**src/rtl/bilinear_null_aware_interpolator_defines.svh**
```systemverilog
// Assertion helpers shared by the interpolator RTL.
`ifndef BILINEAR_NULL_AWARE_INTERPOLATOR_DEFINES_SVH
`define BILINEAR_NULL_AWARE_INTERPOLATOR_DEFINES_SVH

// Same-cycle implication, disabled while reset is asserted.
`define BNAI_ASSERT_IMPL(label, clk, rst_n, ante, cons, msg) \
  label: assert property (@(posedge clk) disable iff (!rst_n) (ante) |-> (cons)) \
    else $error(msg);

// Next-cycle implication, disabled while reset is asserted.
`define BNAI_ASSERT_NEXT(label, clk, rst_n, ante, cons, msg) \
  label: assert property (@(posedge clk) disable iff (!rst_n) (ante) |=> (cons)) \
    else $error(msg);

`endif

```
**src/rtl/bnai_pkg.sv**
```systemverilog
package bnai_pkg;

  localparam int unsigned SampleBits  = 24;
  localparam int unsigned FracBits    = 16;
  localparam int unsigned NullBits    = 24;
  localparam int unsigned FracInBits  = FracBits + 1;
  localparam int unsigned ProdBits    = SampleBits + FracBits + 2;
  localparam int unsigned AccBits     = ProdBits + 2;
  localparam int unsigned WSumBits    = FracBits + 3;
  localparam int unsigned CmpBits     = (SampleBits > NullBits) ? SampleBits : NullBits;
  localparam int unsigned QuoBits     = SampleBits;
  localparam int unsigned CfgIdxBits  = 1;
  localparam int unsigned CfgDataBits = NullBits;

  localparam logic [FracInBits-1:0] FracOne = FracInBits'(1) << FracBits;

  typedef enum logic [CfgIdxBits-1:0] {
    CfgHonorNull,
    CfgNullMarker
  } cfg_reg_e;

  typedef struct packed {
    logic signed [SampleBits-1:0] sample_top_left;
    logic signed [SampleBits-1:0] sample_top_right;
    logic signed [SampleBits-1:0] sample_bottom_left;
    logic signed [SampleBits-1:0] sample_bottom_right;
    logic [FracInBits-1:0]        col_frac;
    logic [FracInBits-1:0]        row_frac;
  } in_item_t;

  typedef struct packed {
    logic signed [SampleBits-1:0] interpolated;
    logic                         is_null;
  } out_item_t;

  typedef struct packed {
    logic                honor_null;
    logic [NullBits-1:0] null_marker;
  } cfg_t;

  // Samples ordered top left, top right, bottom left, bottom right.
  typedef struct packed {
    logic [3:0][SampleBits-1:0] smp;
    logic [3:0]                 keep;
    logic [FracInBits-1:0]      c;
    logic [FracInBits-1:0]      cc;
    logic [FracInBits-1:0]      r;
    logic [FracInBits-1:0]      rc;
    logic                       honor_null;
  } frac_t;

  typedef struct packed {
    logic [3:0][SampleBits-1:0] smp;
    logic [3:0]                 keep;
    logic [3:0][FracInBits-1:0] wgt;
    logic                       honor_null;
  } wgt_t;

  typedef struct packed {
    logic [3:0][ProdBits-1:0] prod;
    logic [WSumBits-1:0]      wsum;
    logic                     honor_null;
  } prod_t;

  typedef struct packed {
    logic [AccBits-1:0]  acc;
    logic [WSumBits-1:0] wsum;
    logic                honor_null;
  } acc_t;

  typedef struct packed {
    logic [AccBits-1:0]  rem;
    logic [WSumBits-1:0] dvs;
    logic [QuoBits-1:0]  quo;
    logic                neg;
    logic                is_null;
  } div_t;

endpackage

```
**src/rtl/bnai_div.sv**
```systemverilog
`include "bilinear_null_aware_interpolator_defines.svh"

module bnai_div (
  input  logic           clk_i,
  input  logic           rst_ni,
  input  logic           in_valid_i,
  output logic           in_ready_o,
  input  bnai_pkg::div_t in_data_i,
  output logic           out_valid_o,
  input  logic           out_ready_i,
  output bnai_pkg::div_t out_data_o
);

  localparam int unsigned AB = bnai_pkg::AccBits;
  localparam int unsigned N  = bnai_pkg::QuoBits;

  // stg[0] is the input, stg[j+1] the register of stage j.
  bnai_pkg::div_t stg [N+1];
  logic [N:0]     vin;
  logic [N:0]     rdy;

  assign stg[0] = in_data_i;
  assign vin[0] = in_valid_i;
  assign rdy[N] = out_ready_i;

  // One restoring step per stage, quotient MSB first.
  for (genvar j = 0; j < N; j++) begin : g_stage
    localparam int unsigned K = N - 1 - j;

    bnai_pkg::div_t st_d, st_q;
    logic           vld_q;
    logic [AB-1:0]  trial;

    assign rdy[j] = !vld_q || rdy[j+1];

    always_comb begin
      st_d  = stg[j];
      trial = AB'(stg[j].dvs) << K;
      if (stg[j].rem >= trial) begin
        st_d.rem    = stg[j].rem - trial;
        st_d.quo[K] = 1'b1;
      end
    end

    always_ff @(posedge clk_i or negedge rst_ni) begin
      if (!rst_ni) begin
        vld_q <= 1'b0;
      end else if (rdy[j]) begin
        vld_q <= vin[j];
      end
    end

    always_ff @(posedge clk_i) begin
      if (rdy[j] && vin[j]) begin
        st_q <= st_d;
      end
    end

    assign stg[j+1] = st_q;
    assign vin[j+1] = vld_q;
  end

  assign in_ready_o  = rdy[0];
  assign out_valid_o = vin[N];
  assign out_data_o  = stg[N];

  `BNAI_ASSERT_IMPL(a_dvs_nonzero, clk_i, rst_ni, in_valid_i, in_data_i.dvs != '0, "zero divisor entered divider")
  `BNAI_ASSERT_NEXT(a_first_stage_load, clk_i, rst_ni, in_valid_i && rdy[0], vin[1], "transfer into divider lost")
  `BNAI_ASSERT_IMPL(a_rem_below_dvs, clk_i, rst_ni, vin[N], stg[N].rem < AB'(stg[N].dvs), "final remainder not below divisor")

endmodule

```
**config.mk**
```make
export PLATFORM = sky130hd
export DESIGN_NAME = bnai_div
export DESIGN_NICKNAME = d
export VERILOG_FILES = /design/src/rtl/bnai_pkg.sv /design/src/rtl/bnai_div.sv
export VERILOG_INCLUDE_DIRS = /design/src /design/src/rtl
export SDC_FILE = /design/constraint.sdc
export NUM_CORES = 2
export LEC_CHECK = 0
export BUFFER_PORTS_ARGS = -buffer_cell sky130_fd_sc_hd__buf_4
export CELL_PAD_IN_SITES_DETAIL_PLACEMENT = 0
export CELL_PAD_IN_SITES_GLOBAL_PLACEMENT = 1
export CORE_MARGIN = 5
export CORE_UTILIZATION = 48
export DETAILED_ROUTE_END_ITERATION = 8
export PLACE_DENSITY_LB_ADDON = 0.1
export SYNTH_ARGS = -nofsm -noshare
export SYNTH_HDL_FRONTEND = slang
export SYNTH_SLANG_ARGS = --single-unit
```
**constraint.sdc**
```tcl
create_clock -name clk_i -period 7.86 [get_ports clk_i]
set_input_delay 0.786 -clock clk_i [delete_from_list [all_inputs] [get_ports clk_i]]
set_output_delay 0.786 -clock clk_i [all_outputs]
set_load 0.02 [all_outputs]
```
==> metrics.sh <==
PART_OF_THE_YOSYS_AREA_USED_FOR_SEQUENTIAL_ELEMENTS_PCT=64.8
PLACE.GP.CONGESTION=0.883
POST_SYNTH_INST_COUNT=7645
CTSHTREEMAXLEVEL=4
TIMING.SLEW.HEADROOM_PCT=24.9
CTS.REPORTEDPATHS.CLKPINSLEW_PS=60
SYNTH-XOR-AREA-SHARE_PCT=5.72
ROOT_BUFFER='sky130_fd_sc_hd__clkbuf_16'
INITIAL_ANTENNA_VIOLATION_COUNT=12
SYNTHFLOPTYPE='sky130_fd_sc_hd__edfxtp_1'
CTSLONGESTPATHBUFFERS=3
CRITICAL_PATH.MAX_STAGE_DELAY_PS=620
MAXIMUM_NUMBER_OF_PINS_ON_ONE_NET_BEFORE_GLOBAL_ROUTE_REPAIR=90
CRITICAL_PATH.STARTPOINT_TYPE='flip-flop'
DETAILEDROUTE.FIRSTITERATIONVIOLATIONS=4596
SHARE_OF_THE_CLOCK_PERIOD_USED_BY_THE_WORST_PATH_AFTER_LAYOUT_PCT=62.0
COMBINED_FLIP_FLOP_AND_LATCH_CELL_AREA_UM2=64700
NUMPORTBUFFERS=183
NUMBER_OF_BUFFERS_AND_INVERTERS_ON_THE_CRITICAL_PATH=1
FINALHOLDVIOLCOUNT=0
SYNTH_EDF_COUNT=2136
WORST-ENDPOINT-REQUIRED_PS=7070
CTS_TREE='done'
ASYNC_RESET_FF_SHARE_PCT=1.11
WORSTSKEWPAIRLATENCY_PS=850
DIE_OUTLINE_AREA_UM2=217000
YOSYS.AREA_SHARE.ADDER_PCT=6.19
SYNTH_CELL_TYPE_COUNT=91
CP_CLASS='reg -> out'
GRT.OVERFLOW.TOTAL=0
MULTI_INPUT_AREA_UM2=32800
MAIN_COMBINATIONAL_CELL_FAMILY_BY_AREA_AFTER_SYNTHESIS='simple AND/OR/NAND/NOR gates'
TIMING.CRITICAL_PATH.MAX_DELAY_FAMILY='simple AND/OR/NAND/NOR gates'
SETUP.REG_TO_REG.WORST_SLACK_PS=3450
TOTAL_LEAKAGE_POWER_nW=41.8
REG2REG_DEPTH=9
REPORT.FINAL.SETUP_VIOL=0
CRIT_PATH_START='out_valid_o$_DFFE_PN0P_'
AREAGROWTHSYNTHTOFINISH_PCT=12.6
CRIT_PATH_END_KIND='output port'
SYN-CELL-AREA_UM2=100000
RUN_STATUS='finished clean'
CTS-HOLD-FIX-BUFFERS=1
SYNTH_COMPOUND_GATE_AREA_SHARE_PCT=9.35
CAP_VIOLATIONS=0
VDD.IR_DROP.WORST_uV=270
ROW_COUNT=167
YS_FF_LATCH=2160
GRT_PASS1_WL_MM=341
VIA_DENSITY=5.40
ROUTE.DETAILED.WL_PER_INST_UM=20.5
CRITPATHMAXFANOUT=7
CP_CELL_SEQUENCE='nor2b_1, nand3_1, nor2_1, and3_1, nand3_1, nor2_1, and4_1, nand3_1, buf_4'
CRIT_PATH_TIME_FINAL_PS=4880
DR_TOTAL_VIAS=59300
SLOWEST_STAGE='sky130_fd_sc_hd__nor2_1'
FP.DIEW_UM=466
FILLERINSTANCES=17200
NUMCTSBUFFERS=226
POST_SYNTH_MAIN_AREA_CONTRIBUTORS='sky130_fd_sc_hd__edfxtp_1 (64%), sky130_fd_sc_hd__ha_1 (5.7%), sky130_fd_sc_hd__xor2_1 (3.3%)'
FIN_TNS_SETUP_PS=0
YS_WARN_COUNT=0
DRT-PASS1-ITER-COUNT=5
POSTPLACECELLAREA_UM2=105000
NUM-NETS-FINAL=8564
YOSYS.AREA.TOP_TYPE_SHARE_PCT=64.2
WORSTHOLDPATHTYPE='in -> reg'
CRITICAL_PATH_DEPTH=9
DRIVE_GT1_SHARE_PCT=8.98
CRIT-REG2REG-CAPTURE='g_stage[16].st_q[87]$_DFFE_PP_'
DIE_HEIGHT_UM=466
POST_CTS_RESIZED=0
SYNTH_SIMPLE_GATE_AREA_SHARE_PCT=10.4
MAX_CLOCK_FREQ_MHz=205
POST-PLACE-WS_PS=2960
GRT_UTIL_ALL_LAYERS_PCT=20.3
FINAL_DESIGN_AREA_NO_FILL_UM2=113000
INITIAL_CORE_UTILIZATION_PCT=48.3
AREA_OF_THE_CORE_REGION_UM2=207000
GRT_SETUP_UNREPAIRED='no'
POSTROUTEWIRELENGTH_MM=225
POST_CTS_BUFFERS=0
SYN_NETS=8218
ENDPOINT='in_ready_o'
CRITICAL_PATH_MOST_COMMON_CELL='sky130_fd_sc_hd__nand3_1'
SYNTH.AVG_CELL_AREA_UM2=13.1
CP_DATA_ARRIVAL_TIME_PS=4090
P_PER_AREA_nW_PER_UM2=357
CRITICAL_PATH.REG2REG.STARTPOINT='g_stage[15].st_q[81]$_DFFE_PP_'
TIMING.FINAL.WS_SETUP_PS=2980
NUMCLOCKSINKS=2160
POST_SYNTH_MUX_AREA_SHARE_PCT=0.933
GRT_PASS1_VIAS=57500
FINAL-MAX-SLEW-VIOLATION-COUNT=0
SYNTH.LARGEST_AREA_CELL='sky130_fd_sc_hd__edfxtp_1'
IO-PIN-COUNT=184
DETAIL-ROUTE-ANTENNA-NETS=0
DP_HPWL_MM=168
MAX_SLEW.WORST_PIN.SLEW_PS=1130
FINAL.SETUP_SKEW_PS=37.9
DRT_DRC_VIOLATIONS_LEFT=0
-- power by group --
group | switching (mW) | internal (mW) | total, mW
Clock | 4.50 | 6.25 | 10.8
Combinational | 6.91 | 4.94 | 11.9
Sequential | 1.66 | 15.9 | 17.6
Total | 13.1 | 27.1 | 40.2
-- routing by layer --
metal	part of all wire, %	global-route usage (%)
met1	44	27.7
met2	48	33.7
met3	4.7	3.17
met4	3.1	6.24
met5	0.0058	0
-- placed cells by master, fill, tap and decap left out, types with 26 or more instances in the layout --
| cell type | synthesis | routed |
|---|---|---|
| sky130_fd_sc_hd__edfxtp_1 | 2136 | 2136 |
| sky130_fd_sc_hd__inv_1 | 575 | 575 |
| sky130_fd_sc_hd__nand2_1 | 541 | 541 |
| sky130_fd_sc_hd__nor2_1 | 480 | 477 |
| sky130_fd_sc_hd__ha_1 | 456 | 456 |
| sky130_fd_sc_hd__o21ai_0 | 439 | 439 |
| sky130_fd_sc_hd__a21oi_1 | 414 | 411 |
| sky130_fd_sc_hd__xor2_1 | 377 | 377 |
| sky130_fd_sc_hd__xnor2_1 | 276 | 276 |
| sky130_fd_sc_hd__buf_4 | 1 | 233 |
| sky130_fd_sc_hd__clkbuf_16 | 0 | 227 |
| sky130_fd_sc_hd__a21o_1 | 173 | 173 |
| sky130_fd_sc_hd__nor3_1 | 158 | 157 |
| sky130_fd_sc_hd__nor4_1 | 128 | 128 |
| sky130_fd_sc_hd__nand3_1 | 123 | 123 |
| sky130_fd_sc_hd__nand2b_1 | 104 | 104 |
| sky130_fd_sc_hd__or3_1 | 90 | 90 |
| sky130_fd_sc_hd__o21a_1 | 73 | 73 |
| sky130_fd_sc_hd__nand4_1 | 71 | 71 |
| sky130_fd_sc_hd__nor2b_1 | 73 | 66 |
| sky130_fd_sc_hd__mux2_2 | 60 | 60 |
| sky130_fd_sc_hd__or4_1 | 50 | 50 |
| sky130_fd_sc_hd__clkinv_1 | 0 | 46 |
| sky130_fd_sc_hd__a211oi_1 | 45 | 45 |
| sky130_fd_sc_hd__a31oi_1 | 47 | 45 |
| sky130_fd_sc_hd__clkbuf_1 | 104 | 44 |
| sky130_fd_sc_hd__o31ai_1 | 41 | 41 |
| sky130_fd_sc_hd__o21bai_1 | 41 | 41 |
| sky130_fd_sc_hd__or2_2 | 41 | 41 |
| sky130_fd_sc_hd__and3_1 | 37 | 37 |
| sky130_fd_sc_hd__clkinv_2 | 0 | 36 |
| sky130_fd_sc_hd__bufinv_16 | 0 | 28 |
| sky130_fd_sc_hd__and2_1 | 37 | 26 |
-- cells by family after synthesis --
family                     after synthesis
AOI/OAI and AO/OA                     1509
xor gates and xnor gates               653
adders and majority gates              480
buffers and inverters                  691
DFF                                   2160
muxes                                   84
and+or+nand+nor                       2068
-- stage by stage --
stage / total power [mW] / utilization (%) / hold WS (ps) / cells
2_1_floorplan: 26.1 / - / 400 / 7645
6_report: 40.2 / 54.4 / 111 / 11000
4_1_cts: 40.6 / 54.4 / 15.5 / 11000
3_5_place_dp: 29.7 / 50.7 / 405 / 10600
5_1_grt: 42.6 / 54.4 / 34.0 / 11000
3_3_place_gp: 29.6 / 50.7 / 400 / 10600
-- sequential cells by signal (all words and copies together), names as in the netlist --
signal and cells:
g_stage.st_d 44, g_stage.st_q 2003, g_stage.vld_q 23, out_data_o 89, out_valid_o 1
-- cell usage after synthesis (all sizes together) (21+ instances only) --
| master | count |
|---|---|
| edfxtp | 2136 |
| inv | 575 |
| nand2 | 541 |
| nor2 | 480 |
| o21ai | 463 |
| ha | 456 |
| a21oi | 414 |
| xor2 | 377 |
| xnor2 | 276 |
| a21o | 173 |
| nor3 | 162 |
| nor4 | 130 |
| nand3 | 123 |
| clkbuf | 104 |
| nand2b | 104 |
| or3 | 92 |
| mux2 | 73 |
| nor2b | 73 |
| o21a | 73 |
| nand4 | 71 |
| or4 | 53 |
| a31oi | 47 |
| or2 | 46 |
| a211oi | 45 |
| o21bai | 41 |
| o31ai | 41 |
| and2 | 37 |
| and3 | 37 |
| dfrtp | 24 |
| fa | 24 |
| o211ai | 24 |
| o31a | 22 |
| nand3b | 21 |
-- layout make-up --
cell class,count,share of cell area [%]
clock inverters,154,1.55
flip-flops and latches,2160,57.5
repair buffers,234,1.56
diodes,3,0.00667
multi-input cells,4794,29.2
well taps,2788,3.10
inverters,575,1.92
clock buffers,271,5.19
-- how the worst min path moves through the flow --
stage / startpoint / to / depth (start not counted)
floorplan: g_stage[8].st_q[0]$_DFFE_PP_ / g_stage[10].st_d[0]$_DFFE_PP_ / 0
global placement: g_stage[16].st_q[9]$_SDFFCE_PN1P_ / g_stage[17].st_q[9]$_DFFE_PP_ / 0
detailed placement: g_stage[8].st_q[17]$_SDFFCE_PN1P_ / g_stage[10].st_d[17]$_DFFE_PP_ / 0
CTS: in_data_i[24] / g_stage[0].st_q[24]$_DFFE_PP_ / 1
global route: in_data_i[24] / g_stage[0].st_q[24]$_DFFE_PP_ / 1
finish: in_data_i[3] / g_stage[0].st_q[3]$_DFFE_PP_ / 1
Note: power is estimated with default switching activity, not from simulation.
