$ cat src/rtl/bilinear_null_aware_interpolator_defines.svh
// Assertion helpers shared by the interpolator RTL.
`ifndef BILINEAR_NULL_AWARE_INTERPOLATOR_DEFINES_SVH
`define BILINEAR_NULL_AWARE_INTERPOLATOR_DEFINES_SVH

// Same-cycle implication, disabled while reset is asserted.
`define BNAI_ASSERT_IMPL(label, clk, rst_n, ante, cons, msg) \
  label: assert property (@(posedge clk) disable iff (!rst_n) (ante) |-> (cons)) \
    else $error(msg);

// Next-cycle implication, disabled while reset is asserted.
`define BNAI_ASSERT_NEXT(label, clk, rst_n, ante, cons, msg) \
  label: assert property (@(posedge clk) disable iff (!rst_n) (ante) |=> (cons)) \
    else $error(msg);

`endif

$ cat src/rtl/bnai_pkg.sv
package bnai_pkg;

  localparam int unsigned SampleBits  = 24;
  localparam int unsigned FracBits    = 16;
  localparam int unsigned NullBits    = 24;
  localparam int unsigned FracInBits  = FracBits + 1;
  localparam int unsigned ProdBits    = SampleBits + FracBits + 2;
  localparam int unsigned AccBits     = ProdBits + 2;
  localparam int unsigned WSumBits    = FracBits + 3;
  localparam int unsigned CmpBits     = (SampleBits > NullBits) ? SampleBits : NullBits;
  localparam int unsigned QuoBits     = SampleBits;
  localparam int unsigned CfgIdxBits  = 1;
  localparam int unsigned CfgDataBits = NullBits;

  localparam logic [FracInBits-1:0] FracOne = FracInBits'(1) << FracBits;

  typedef enum logic [CfgIdxBits-1:0] {
    CfgHonorNull,
    CfgNullMarker
  } cfg_reg_e;

  typedef struct packed {
    logic signed [SampleBits-1:0] sample_top_left;
    logic signed [SampleBits-1:0] sample_top_right;
    logic signed [SampleBits-1:0] sample_bottom_left;
    logic signed [SampleBits-1:0] sample_bottom_right;
    logic [FracInBits-1:0]        col_frac;
    logic [FracInBits-1:0]        row_frac;
  } in_item_t;

  typedef struct packed {
    logic signed [SampleBits-1:0] interpolated;
    logic                         is_null;
  } out_item_t;

  typedef struct packed {
    logic                honor_null;
    logic [NullBits-1:0] null_marker;
  } cfg_t;

  // Samples ordered top left, top right, bottom left, bottom right.
  typedef struct packed {
    logic [3:0][SampleBits-1:0] smp;
    logic [3:0]                 keep;
    logic [FracInBits-1:0]      c;
    logic [FracInBits-1:0]      cc;
    logic [FracInBits-1:0]      r;
    logic [FracInBits-1:0]      rc;
    logic                       honor_null;
  } frac_t;

  typedef struct packed {
    logic [3:0][SampleBits-1:0] smp;
    logic [3:0]                 keep;
    logic [3:0][FracInBits-1:0] wgt;
    logic                       honor_null;
  } wgt_t;

  typedef struct packed {
    logic [3:0][ProdBits-1:0] prod;
    logic [WSumBits-1:0]      wsum;
    logic                     honor_null;
  } prod_t;

  typedef struct packed {
    logic [AccBits-1:0]  acc;
    logic [WSumBits-1:0] wsum;
    logic                honor_null;
  } acc_t;

  typedef struct packed {
    logic [AccBits-1:0]  rem;
    logic [WSumBits-1:0] dvs;
    logic [QuoBits-1:0]  quo;
    logic                neg;
    logic                is_null;
  } div_t;

endpackage

$ cat src/rtl/bnai_sum.sv
module bnai_sum (
  input  logic            clk_i,
  input  logic            rst_ni,
  input  logic            in_valid_i,
  output logic            in_ready_o,
  input  bnai_pkg::prod_t in_data_i,
  output logic            out_valid_o,
  input  logic            out_ready_i,
  output bnai_pkg::div_t  out_data_o
);

  localparam int unsigned AB = bnai_pkg::AccBits;
  localparam int unsigned WB = bnai_pkg::WSumBits;

  logic s4_valid_q, s5_valid_q;
  logic s4_ready, s5_ready;

  bnai_pkg::acc_t s4_d, s4_q;
  bnai_pkg::div_t s5_d, s5_q;

  assign s5_ready   = !s5_valid_q || out_ready_i;
  assign s4_ready   = !s4_valid_q || s5_ready;
  assign in_ready_o = s4_ready;

  always_ff @(posedge clk_i or negedge rst_ni) begin
    if (!rst_ni) begin
      s4_valid_q <= 1'b0;
      s5_valid_q <= 1'b0;
    end else begin
      if (s4_ready) begin
        s4_valid_q <= in_valid_i;
      end
      if (s5_ready) begin
        s5_valid_q <= s4_valid_q;
      end
    end
  end

  always_comb begin
    s4_d.acc = AB'($signed(in_data_i.prod[0])) + AB'($signed(in_data_i.prod[1]))
             + AB'($signed(in_data_i.prod[2])) + AB'($signed(in_data_i.prod[3]));
    s4_d.wsum       = in_data_i.wsum;
    s4_d.honor_null = in_data_i.honor_null;
  end

  // Split into sign and magnitude; plain mode divides by one in Q format.
  always_comb begin
    logic wsum_zero;
    wsum_zero    = (s4_q.wsum == '0);
    s5_d.neg     = s4_q.acc[AB-1];
    s5_d.rem     = s5_d.neg ? (~s4_q.acc + AB'(1)) : s4_q.acc;
    s5_d.is_null = s4_q.honor_null && wsum_zero;
    if (!s4_q.honor_null) begin
      s5_d.dvs = WB'(bnai_pkg::FracOne);
    end else if (wsum_zero) begin
      s5_d.dvs = WB'(1);
    end else begin
      s5_d.dvs = s4_q.wsum;
    end
    s5_d.quo = '0;
  end

  always_ff @(posedge clk_i) begin
    if (s4_ready && in_valid_i) begin
      s4_q <= s4_d;
    end
    if (s5_ready && s4_valid_q) begin
      s5_q <= s5_d;
    end
  end

  assign out_valid_o = s5_valid_q;
  assign out_data_o  = s5_q;

endmodule

$ cat config.mk
export PLATFORM = sky130hd
export DESIGN_NAME = bnai_sum
export DESIGN_NICKNAME = d
export VERILOG_FILES = /design/src/rtl/bilinear_null_aware_interpolator_defines.svh /design/src/rtl/bnai_pkg.sv /design/src/rtl/bnai_sum.sv
export SDC_FILE = /design/constraint.sdc
export NUM_CORES = 1
export LEC_CHECK = 0
export ABC_CLOCK_PERIOD_IN_PS = 7200
export BUFFER_PORTS_ARGS = -buffer_cell sky130_fd_sc_hd__buf_2
export CAP_MARGIN = 20
export CORE_MARGIN = 4
export CORE_UTILIZATION = 58
export DETAILED_ROUTE_END_ITERATION = 12
export GPL_ROUTABILITY_DRIVEN = 0
export HOLD_SLACK_MARGIN = 0.05
export PLACE_DENSITY_LB_ADDON = 0.08
export SLEW_MARGIN = 20
export SYNTH_ARGS = -nofsm -noshare
export SYNTH_HDL_FRONTEND = slang
export SYNTH_SLANG_ARGS = --single-unit
$ cat constraint.sdc
create_clock -name clk_i -period 7.2 [get_ports clk_i]
set_clock_uncertainty 0.1 [all_clocks]
set_input_delay 1.08 -clock clk_i [delete_from_list [all_inputs] [get_ports clk_i]]
set_output_delay 1.08 -clock clk_i [all_outputs]
set_load 0.01 [all_outputs]
==> results of run 1 <==
==> power by group through the flow <==
stage / Combinational [uW] / Sequential [uW] / Clock (uW)
detailed placement: 1640 / 1330 / 0
floorplan: 1170 / 1360 / 0
finish: 1650 / 1320 / 910
global placement: 1620 / 1320 / 0
CTS: 1650 / 1320 / 924
global route: 1850 / 1340 / 961
==> worst max-delay path: stages <==
cell,delay (ns)
buf_2,0.07
inv_1,0.04
fa_1,0.53
inv_1,0.05
fa_1,0.51
ha_1,0.19
inv_1,0.06
fa_1,0.38
nand2b_1,0.18
a21oi_1,0.24
o311a_1,0.36
a311oi_1,0.18
o31ai_1,0.50
a21oi_1,0.18
a21oi_1,0.30
mux2_2,0.37
nand3_1,0.07
==> sequential cells by signal (all words and copies together) (netlist names) <==
register     cells
out_data_o      65
out_valid_o      1
s4_q            64
s4_valid_q       1
==> final cells by class <==
cell class | count | area, sq um
clock inverter | 15 | 212.7
multi-input combinational | 561 | 5095
sequential | 131 | 3924
fill | 1279 | 4664
tap | 220 | 275.3
timing repair buffer | 261 | 1314
clock buffer | 17 | 425.4
inverter | 242 | 908.4
==> how the worst min path moves through the flow <==
stage | end | depth (start not counted) | slack [ns]
after floorplan | out_data_o[1] | 0 | 0.32
after global placement | out_valid_o | 1 | 0.36
after detailed placement | out_valid_o | 1 | 0.37
after CTS | out_valid_o | 1 | 0.33
after global routing | out_valid_o | 1 | 0.34
final | out_valid_o | 1 | 0.35
==> metal layers <==
metal | GRT usage | vias up | share of wire
met4 | 0.04997 | 0 | 0.011
li1 | - | 3600 | -
met2 | 0.3274 | 245 | 0.47
met1 | 0.2614 | 3284 | 0.45
met3 | 0.03783 | 18 | 0.069
met5 | 0 | - | 0
==> cell usage after synthesis (2+ instances only) <==
cell and number:
xnor2_1 65, xor2_1 16, nor4_1 8, o21ai_0 39
a21o_1 28, o21a_1 6, a211o_1 2, dfrtp_1 2
buf_4 24, a211oi_1 3, a21oi_1 40, a31oi_1 9
nand2b_1 12, nand4_1 8, o21bai_1 3, clkbuf_1 22
o31ai_4 2, o211ai_1 6, or3_4 6, and3_1 4
a221oi_1 4, nor2_1 19, o41ai_1 3, a2111o_1 2
nor3_1 4, nor2b_1 3, nand3_1 8, or4_4 3
ha_1 44, nand2_1 40, and2_1 22, o31ai_1 12
or3_1 10, fa_1 85, edfxtp_1 129, inv_1 242
or2_2 2
==> per-stage QoR <==
stage / worst slack [ns] / utilization / instances
after global routing: 1.852 / 0.7227 / 1447
after global placement: 1.789 / 0.6847 / 1415
final: 2.071 / 0.7227 / 1447
after CTS: 2.113 / 0.7227 / 1447
after floorplan: 2.341 / - / 980
after detailed placement: 1.696 / 0.6847 / 1415
==> kinds of logic (layout without fill, tap and decap cells) <==
| kind of cell | Yosys count | count (layout) | share of synthesized area |
|---|---|---|---|
| compound gates | 170 | 170 | 0.1132 |
| xor+xnor | 81 | 81 | 0.07023 |
| fa+ha+maj | 129 | 129 | 0.2230 |
| buf+inv | 288 | 535 | 0.1159 |
| flops | 131 | 131 | 0.3885 |
| mux | 1 | 1 | 0.001115 |
| other cells | 1 | 24 | 0.0003713 |
| simple gates | 156 | 156 | 0.08770 |
==> metrics.md, run 1 <==
| Metric | Value |
|---|---|
| Outcome | `complete, no violations` |
| RR Startpoint | `s4_q[20]` |
| Area after DPL | `11520 sq um` |
| Pwr dens | `318.9 nW/um^2` |
| Initial Util | `0.6006` |
| Clock root cell | `clkbuf_16` |
| PortBufs | `258` |
| Area Growth Syn to Fin | `20.33%` |
| Worst setup path endpoint | `s4_q[61]` |
| Mean Syn Cell Area | `10.55 sq um` |
| Max Fclk | `0.1950 GHz` |
| Top FF cell, synth | `edfxtp_1` |
| Antenna Violating Nets Remaining | `0` |
| Num rows | `47` |
| Critical-path maximum fanout | `5` |
| Period utilisation layout | `0.7124` |
| Core Area | `16820 sq um` |
| RSZ-0062 raised after global routing | `no` |
| Seq cells post-synth | `131` |
| Number of flops mapped to enable cells by yosys | `129` |
| YS warnings | `0` |
| Net Switching | `1351 uW` |
| Post-synth ARST share | `0.01527` |
| Worst-path clk slew | `0.05 ns` |
| Final slew viol count | `0` |
| DRT iter0 DRCs | `337` |
| Clk pwr share | `0.235` |
| Internal | `2525 uW` |
| Antenna diodes | `0` |
| Startpoint Class | `input port` |
| DPL Wire Length | `15.52 mm` |
| First-pass GRT wire length | `31.48 mm` |
| Largest cells by area after synthesis | `edfxtp_1 (38%), fa_1 (17%), inv_1 (9.0%)` |
| Max cap viols | `0` |
| Via count | `7147` |
| Sw frac | `0.3485` |
| Area leader, netlist | `edfxtp_1` |
| CTS tree | `yes` |
| GR Overflow Total | `0` |
| Tmin final | `5.129 ns` |
| Die width | `140.0 um` |
| Inserted Clock Buffers | `17` |
| Worst R2R Path Depth | `9` |
| Die Area | `19590 sq um` |
| Post-synthesis sequential area ratio | `0.3885` |
| Reg2reg end | `out_data_o[86]` |
| Worst path required time | `7.37 ns` |
| Max Root-Sink Buffers | `2` |
| Synth top area share | `0.3835` |
| Part of the power in combinational logic | `0.425` |
| Type of the worst min-delay path | `in2async` |
| Setup slack, reg-to-reg | `3.64 ns` |
| Design area | `12150 sq um` |
| All-Layer GR Usage | `0.1943` |
| Largest net degree at the start of global routing | `66` |
| Max VDD drop | `0.0001895 V` |
| Die height | `140.0 um` |
| Final setup viols | `0` |
| Setup tns final | `0 ns` |
| Design Power | `3876 uW` |
| Worst slew margin | `0.4661` |
| CP startpoint | `in_data_i[21]` |
| Post-Syn Instances | `957` |
| Hold Slack | `0.3550 ns` |
| Clk sinks | `131` |
| H-tree Lvls | `4` |
| Num ports | `283` |
| Nets | `1535` |
| Most frequent cells in the layout | `buf_2 (258), inv_1 (242), edfxtp_1 (129), fa_1 (85), xnor2_1 (65)` |
| DR pass1 iterations | `5` |
| Commonest non-fill, non-tap cell in the layout | `buf_2` |
| Critical Path AT | `5.30 ns` |
| Detailed-route wire length per cell | `13.16 um` |
| Yosys cell types | `57` |
| Antenna violations before repair | `0` |
| Synth Cell Area | `10100 sq um` |
| DRC viols | `0` |
| Fraction of layout cells with a size suffix above 1 | `0.2535` |
| Setup Crit Path Kind | `in2reg` |
| Total Wirelength | `19.05 mm` |
| Worst slew pin tran | `0.8009 ns` |
| Leakage | `0.005922 uW` |
| Crit path capture type | `flop` |
| Via density | `4.939` |
| Hold Fails Final Rpt | `0` |
| Post-CTS sizing | `0` |
| Hold_buf cts | `0` |
| Sequential share of power | `0.340` |
| Vias in the first global route | `7027` |
| Post-CTS Setup Inserts | `0` |
| Worst skew pair latency | `0.40 ns` |
Power figures use the tool's default switching activity.
==> run 2, diff against run 1 <==
ABC_CLOCK_PERIOD_IN_PS = 5100   (was 7200)
CORE_UTILIZATION = 54   (was 58)
clock period = 5.1 ns   (was 7.2 ns; I/O delays follow)
==> metrics.md, run 2 (synthesized netlist as in run 1, its figures left out) <==
| Metric | Value |
|---|---|
| Final slew viol count | `0 (unchanged)` |
| Setup tns final | `0 ns (unchanged)` |
| Filler instances | `1467 (+15%)` |
| Fraction of layout cells with a size suffix above 1 | `0.2559 (+0.002426)` |
| Nets | `1539 (+0.26%)` |
| Hold Fails Final Rpt | `0 (unchanged)` |
| Antenna diodes | `0 (unchanged)` |
| Core Area | `18210 sq um (+8.3%)` |
| Final Util | `0.6686 (-0.05407)` |
| Type of the worst min-delay path | `reg2reg` |
| Max VDD drop | `0.0002365 V (+25%)` |
| Slowest stage delay, CP | `0.58 ns (+0.05 ns)` |
| Leakage | `0.005933 uW (+0.20%)` |
| Worst slew pin tran | `0.5955 ns (-0.2055 ns)` |
| First-pass GRT wire length | `31.17 mm (-0.98%)` |
| Inserted Clock Buffers | `17 (unchanged)` |
| Num ports | `283 (unchanged)` |
| Worst slew margin | `0.6030 (+0.1370)` |
| Pwr dens | `449.1 nW/um^2 (+41%)` |
| Non-Filler Instances | `1460 (+0.90%)` |
| Critical Path AT | `4.75 ns (-0.55 ns)` |
| Largest net degree at the start of global routing | `45 (-32%)` |
| Outcome | `complete, no violations` |
| Max Fclk | `0.2128 GHz` |
| Min-delay src | `s4_q[20]` |
| RR Startpoint | `s4_q[21]` |
| Post-CTS sizing | `0 (unchanged)` |
| CP cell instances | `buf_2 -> inv_1 -> fa_1 -> fa_1 -> inv_1 -> ha_1 -> a211o_1 -> a21oi_1 -> o21ai_0 -> a21oi_1 -> o21a_1 -> o211ai_1 -> a221oi_1 -> o21ai_0 -> xor2_1` |
| H-tree Lvls | `4 (unchanged)` |
| CP max-delay cell | `fa_1` |
| Vias in the first global route | `6929 (-1.4%)` |
| All-Layer GR Usage | `0.1859 (-0.008393)` |
| Area Growth Syn to Fin | `20.53%` |
| CTS tree | `yes` |
| Pre-CTS WS | `0.03244 ns (-1.663 ns)` |
| Number of flip-flops in the largest register | `65 (unchanged)` |
| GR Overflow Total | `0 (unchanged)` |
| Most frequent cells in the layout | `buf_2 (258), inv_1 (242), edfxtp_1 (129), fa_1 (85), xnor2_1 (65)` |
| Clock root cell | `clkbuf_16` |
| Period utilisation layout | `0.9214` |
| Initial Util | `0.5547 (-0.04585)` |
| Antenna Violating Nets Remaining | `0 (unchanged)` |
| PortBufs | `258 (unchanged)` |
| Die width | `144.8 um (+3.4%)` |
| Cells after DPL | `1427 (+0.85%)` |
| DRC viols | `0 (unchanged)` |
| DR pass1 iterations | `5 (unchanged)` |
| Critical-path maximum fanout | `3 (-2)` |
| Via count | `7195 (+0.67%)` |
| Commonest non-fill, non-tap cell in the layout | `buf_2` |
| DPL Wire Length | `16.33 mm (+5.2%)` |
| Antenna violations before repair | `0 (unchanged)` |
| Via density | `4.928 (-0.22%)` |
| Worst skew pair latency | `0.41 ns (about the same)` |
| Setup Crit Path Kind | `in2reg` |
| Tmin final | `4.699 ns` |
| Worst setup margin | `0.4007 ns (-1.670 ns)` |
| DRT iter0 DRCs | `333 (-1.2%)` |
| Die Area | `20960 sq um (+7.0%)` |
| Post-CTS Setup Inserts | `0 (unchanged)` |
| Final setup viols | `0 (unchanged)` |
| Num rows | `49 (+4.3%)` |
| Crit path capture type | `flop` |
| Die height | `144.8 um (+3.4%)` |
| Max cap viols | `0 (unchanged)` |
| Hold_buf cts | `1 (+1)` |
| Detailed-route wire length per cell | `13.68 um (+3.9%)` |
| Max Root-Sink Buffers | `2 (unchanged)` |
| Clk sinks | `131 (unchanged)` |
| Total Wirelength | `19.98 mm (+4.9%)` |
| CP startpoint | `in_data_i[22]` |
| Worst path required time | `5.15 ns (-2.22 ns)` |
| Startpoint Class | `input port` |
| RSZ-0062 raised after global routing | `no` |
| Worst-path clk slew | `0.06 ns (about the same)` |
run 2: routing by layer:
layer | vias up | routed length (um) | GRT usage
li1 | 3611 | - | -
met1 | 3311 | 8734 | 0.2504
met2 | 254 | 9559 | 0.3097
met3 | 19 | 1462 | 0.03976
met4 | 0 | 218 | 0.04566
met5 | - | 0 | 0
run 2: worst paths after layout:
path | slack, ns | end | cells after the start
worst max-delay path | 0.40 | s4_q[56] | 15
worst min-delay path | 0.39 | out_data_o[45] | 0
worst max register to register | 1.52 | out_data_o[84] | 9
worst min register to register | 0.39 | out_data_o[45] | 0
max in group asynchronous | 4.21 | s4_valid_q | 2
min in group asynchronous | 0.59 | out_valid_o | 2
run 2: power by group:
part | internal (uW) | switching, uW | leakage, uW
sequential | 1680 | 203 | 0.00127
combinational | 1040 | 1300 | 0.00438
clock | 814 | 431 | 0.000288
run 2: metrics by stage:
| step | hold slack [ns] | instance area (sq um) | total power, uW |
|---|---|---|---|
| floorplan | 0.3244 | 10190 | 3577 |
| global placement | 0.3704 | 11550 | 4182 |
| detailed placement | 0.3875 | 11550 | 4234 |
| CTS | 0.3909 | 12170 | 5505 |
| global route | 0.4048 | 12170 | 5855 |
| finish | 0.3902 | 12170 | 5467 |
run 2: worst max-delay path: cells and delay by family:
family / cells / cell delay [ns]
compound gates: 8 / 2.25
fa+ha+maj: 3 / 1.38
buf+inv: 3 / 0.17
xor+xnor: 1 / 0.17
run 2: cell type report:
cell class                      count  area, sq um  share of cell area
Tap cell                          229        286.5             0.02354
Clock buffer                       18        429.2             0.03525
Inverter                          242        908.4             0.07461
Timing Repair Buffer              265         1346              0.1106
Clock inverter                     14        185.2             0.01521
Sequential cell                   131         3924              0.3223
Multi-Input combinational cell    561         5095              0.4185
==> run 3, diff against run 2 <==
GPL_TIMING_DRIVEN = 0   (was default)
==> metrics.md, run 3 (synthesized netlist as in run 1, its figures left out) <==
| Metric | Value |
|---|---|
| Outcome | `complete, no violations` |
| RSZ-0062 raised after global routing | `no` |
| CP max-delay cell | `a2111oi_0` |
| GR Overflow Total | `0 (unchanged)` |
| Detailed-route wire length per cell | `13.13 um (-4.0%)` |
| Largest net degree at the start of global routing | `43 (-4.4%)` |
| Max Root-Sink Buffers | `2 (unchanged)` |
| Most frequent cells in the layout | `buf_2 (258), inv_1 (242), edfxtp_1 (129), fa_1 (85), xnor2_1 (65)` |
| Design Power | `5427 uW (-0.73%)` |
| Setup slack, reg-to-reg | `1.52 ns (about the same)` |
| Die Area | `20960 sq um (unchanged)` |
| Core Area | `18210 sq um (unchanged)` |
| Antenna violations before repair | `0 (unchanged)` |
| Max VDD drop | `0.0002459 V (+4.0%)` |
| Vias in the first global route | `7007 (+1.1%)` |
| Critical Path AT | `4.91 ns (+0.16 ns)` |
| Clock root cell | `clkbuf_16` |
| Design area | `12420 sq um (+2.0%)` |
| DPL Wire Length | `16.27 mm (-0.39%)` |
| Final slew viol count | `0 (unchanged)` |
| Pre-CTS WS | `-0.1692 ns (-0.2016 ns)` |
| Worst setup margin | `0.2402 ns (-0.1605 ns)` |
| H-tree Lvls | `4 (unchanged)` |
| Worst skew pair latency | `0.41 ns (about the same)` |
| Num ports | `283 (unchanged)` |
| Met3 Use GR | `0.03878 (-0.0009859)` |
| Worst R2R Path Depth | `9 (unchanged)` |
| Clk sinks | `131 (unchanged)` |
| Worst path required time | `5.15 ns (about the same)` |
| Period utilisation layout | `0.9529 (+0.03147)` |
| Nets | `1581 (+2.7%)` |
| Leakage | `0.006082 uW (+2.5%)` |
| Register area | `3924 sq um (unchanged)` |
| Die width | `144.8 um (unchanged)` |
| Crit path capture type | `flop` |
| Final setup viols | `0 (unchanged)` |
| Num rows | `49 (unchanged)` |
| Tmin final | `4.860 ns (+0.1605 ns)` |
| PortBufs | `258 (unchanged)` |
| DR pass1 iterations | `4 (-1)` |
| Die height | `144.8 um (unchanged)` |
| Max cap viols | `0 (unchanged)` |
| DRC viols | `0 (unchanged)` |
| Type of the worst min-delay path | `reg2reg` |
| Antenna diodes | `0 (unchanged)` |
| Antenna Violating Nets Remaining | `0 (unchanged)` |
| Post-CTS Setup Inserts | `0 (unchanged)` |
| Fraction of layout cells with a size suffix above 1 | `0.2647 (+0.008839)` |
| Inserted Clock Buffers | `17 (unchanged)` |
| Setup Crit Path Kind | `in2reg` |
| CTS tree | `yes` |
| Via count | `7255 (+0.83%)` |
| Total Wirelength | `19.73 mm (-1.2%)` |
| Setup tns final | `0 ns (unchanged)` |
| Hold path depth | `0 (unchanged)` |
| Commonest non-fill, non-tap cell in the layout | `buf_2` |
| Filler instances | `1460 (-0.48%)` |
| Worst-path clk slew | `0.05 ns (about the same)` |
| Area Growth Syn to Fin | `22.94%` |
| Worst slew margin | `0.3880 (-0.2150)` |
| Number of flip-flops in the largest register | `65 (unchanged)` |
| Footprint of the multi-input gates | `5102 sq um (+0.15%)` |
| Critical-path maximum fanout | `3 (unchanged)` |
| First-pass GRT wire length | `32.04 mm (+2.8%)` |
| Initial Util | `0.5547 (unchanged)` |
| Pwr dens | `437.0 nW/um^2 (-2.7%)` |
| Startpoint Class | `input port` |
| Via density | `4.830 (-2.0%)` |
| Final Util | `0.6820 (+0.01340)` |
| GR Layer Usage met2 | `0.3206 (+0.01092)` |
| Most crowded layer after global routing | `met2` |
| DRT iter0 DRCs | `258 (-23%)` |
| Hold Fails Final Rpt | `0 (unchanged)` |
| Reg2reg end | `out_data_o[84]` |
| Max Fclk | `0.2058 GHz (-3.3%)` |
| CP cell instances | `buf_2 -> inv_1 -> fa_1 -> fa_1 -> inv_1 -> ha_1 -> a211o_1 -> a21oi_1 -> o21ai_0 -> a2111oi_0 -> o31ai_1 -> a21oi_1 -> nor2b_1 -> a221oi_1 -> xnor2_1` |
| All-Layer GR Usage | `0.1886 (+0.002757)` |
| Min-delay src | `s4_q[63]` |
| Met1 Use GR | `0.2554 (+0.004977)` |
| Area after DPL | `11810 sq um (+2.3%)` |
| Slowest stage delay, CP | `0.83 ns (+0.25 ns)` |
| Worst slew pin tran | `0.8948 ns (+0.2994 ns)` |
| Hold endpoint | `out_data_o[1]` |
| RR Startpoint | `s4_q[23]` |
==> run 3: final cells by class <==
type / count / area share
Buffer: 46 / 0.02116
Clock buffer: 19 / 0.03486
Clock inverter: 13 / 0.01290
Inverter: 242 / 0.07315
Multi-Input combinational cell: 561 / 0.4109
Sequential cell: 131 / 0.3160
Tap cell: 229 / 0.02307
Timing Repair Buffer: 261 / 0.1080
==> run 3: timing repair <==
item                                    in CTS  in global routing
endpoints found under the setup margin       0                  1
hold buffers                                 1                  0
resized for setup                            0                  1
hold endpoints to repair                     2                  0
==> run 3: per-layer routing <==
layer | wire (um) | part of all wire | up-vias
met5 | 0 | 0 | -
met1 | 8871 | 0.45 | 3321
met3 | 1241 | 0.063 | 15
li1 | - | - | 3694
met2 | 9464 | 0.48 | 225
met4 | 150 | 0.0076 | 0
==> run 3: worst max-delay path by stage <==
stage	from	endpoint	slack [ns]	depth (start not counted)
after detailed placement	in_data_i[22]	s4_q[62]	-0.17	15
after floorplan	in_data_i[21]	s4_q[61]	0.56	16
after global placement	in_data_i[21]	s4_q[61]	-0.16	17
after global routing	in_data_i[22]	s4_q[62]	0.008	15
final	in_data_i[22]	s4_q[62]	0.24	15
after CTS	in_data_i[21]	s4_q[61]	0.24	17
==> run 3: worst max-delay path: cells and delay by family <==
| family | cells | cell delay, ns |
|---|---|---|
| fa+ha+maj | 3 | 1.38 |
| buf+inv | 3 | 0.18 |
| simple gates | 1 | 0.11 |
| compound gates | 7 | 2.36 |
| xor+xnor | 1 | 0.10 |
==> run 3: where the power goes <==
| group | total (uW) | leakage [uW] | internal [uW] | switching [uW] |
|---|---|---|---|---|
| clock network | 1200 | 0.000287 | 767 | 432 |
| registers | 1860 | 0.00127 | 1680 | 182 |
| logic | 2370 | 0.00453 | 1040 | 1330 |
| total | 5430 | 0.00608 | 3480 | 1940 |
==> run 3: through the flow <==
stage / std cells / hold slack, ns
after floorplan: 980 / 0.3244
after global placement: 1467 / 0.3343
after detailed placement: 1469 / 0.3417
after CTS: 1502 / 0.3544
after global routing: 1502 / 0.3805
final: 1502 / 0.3520
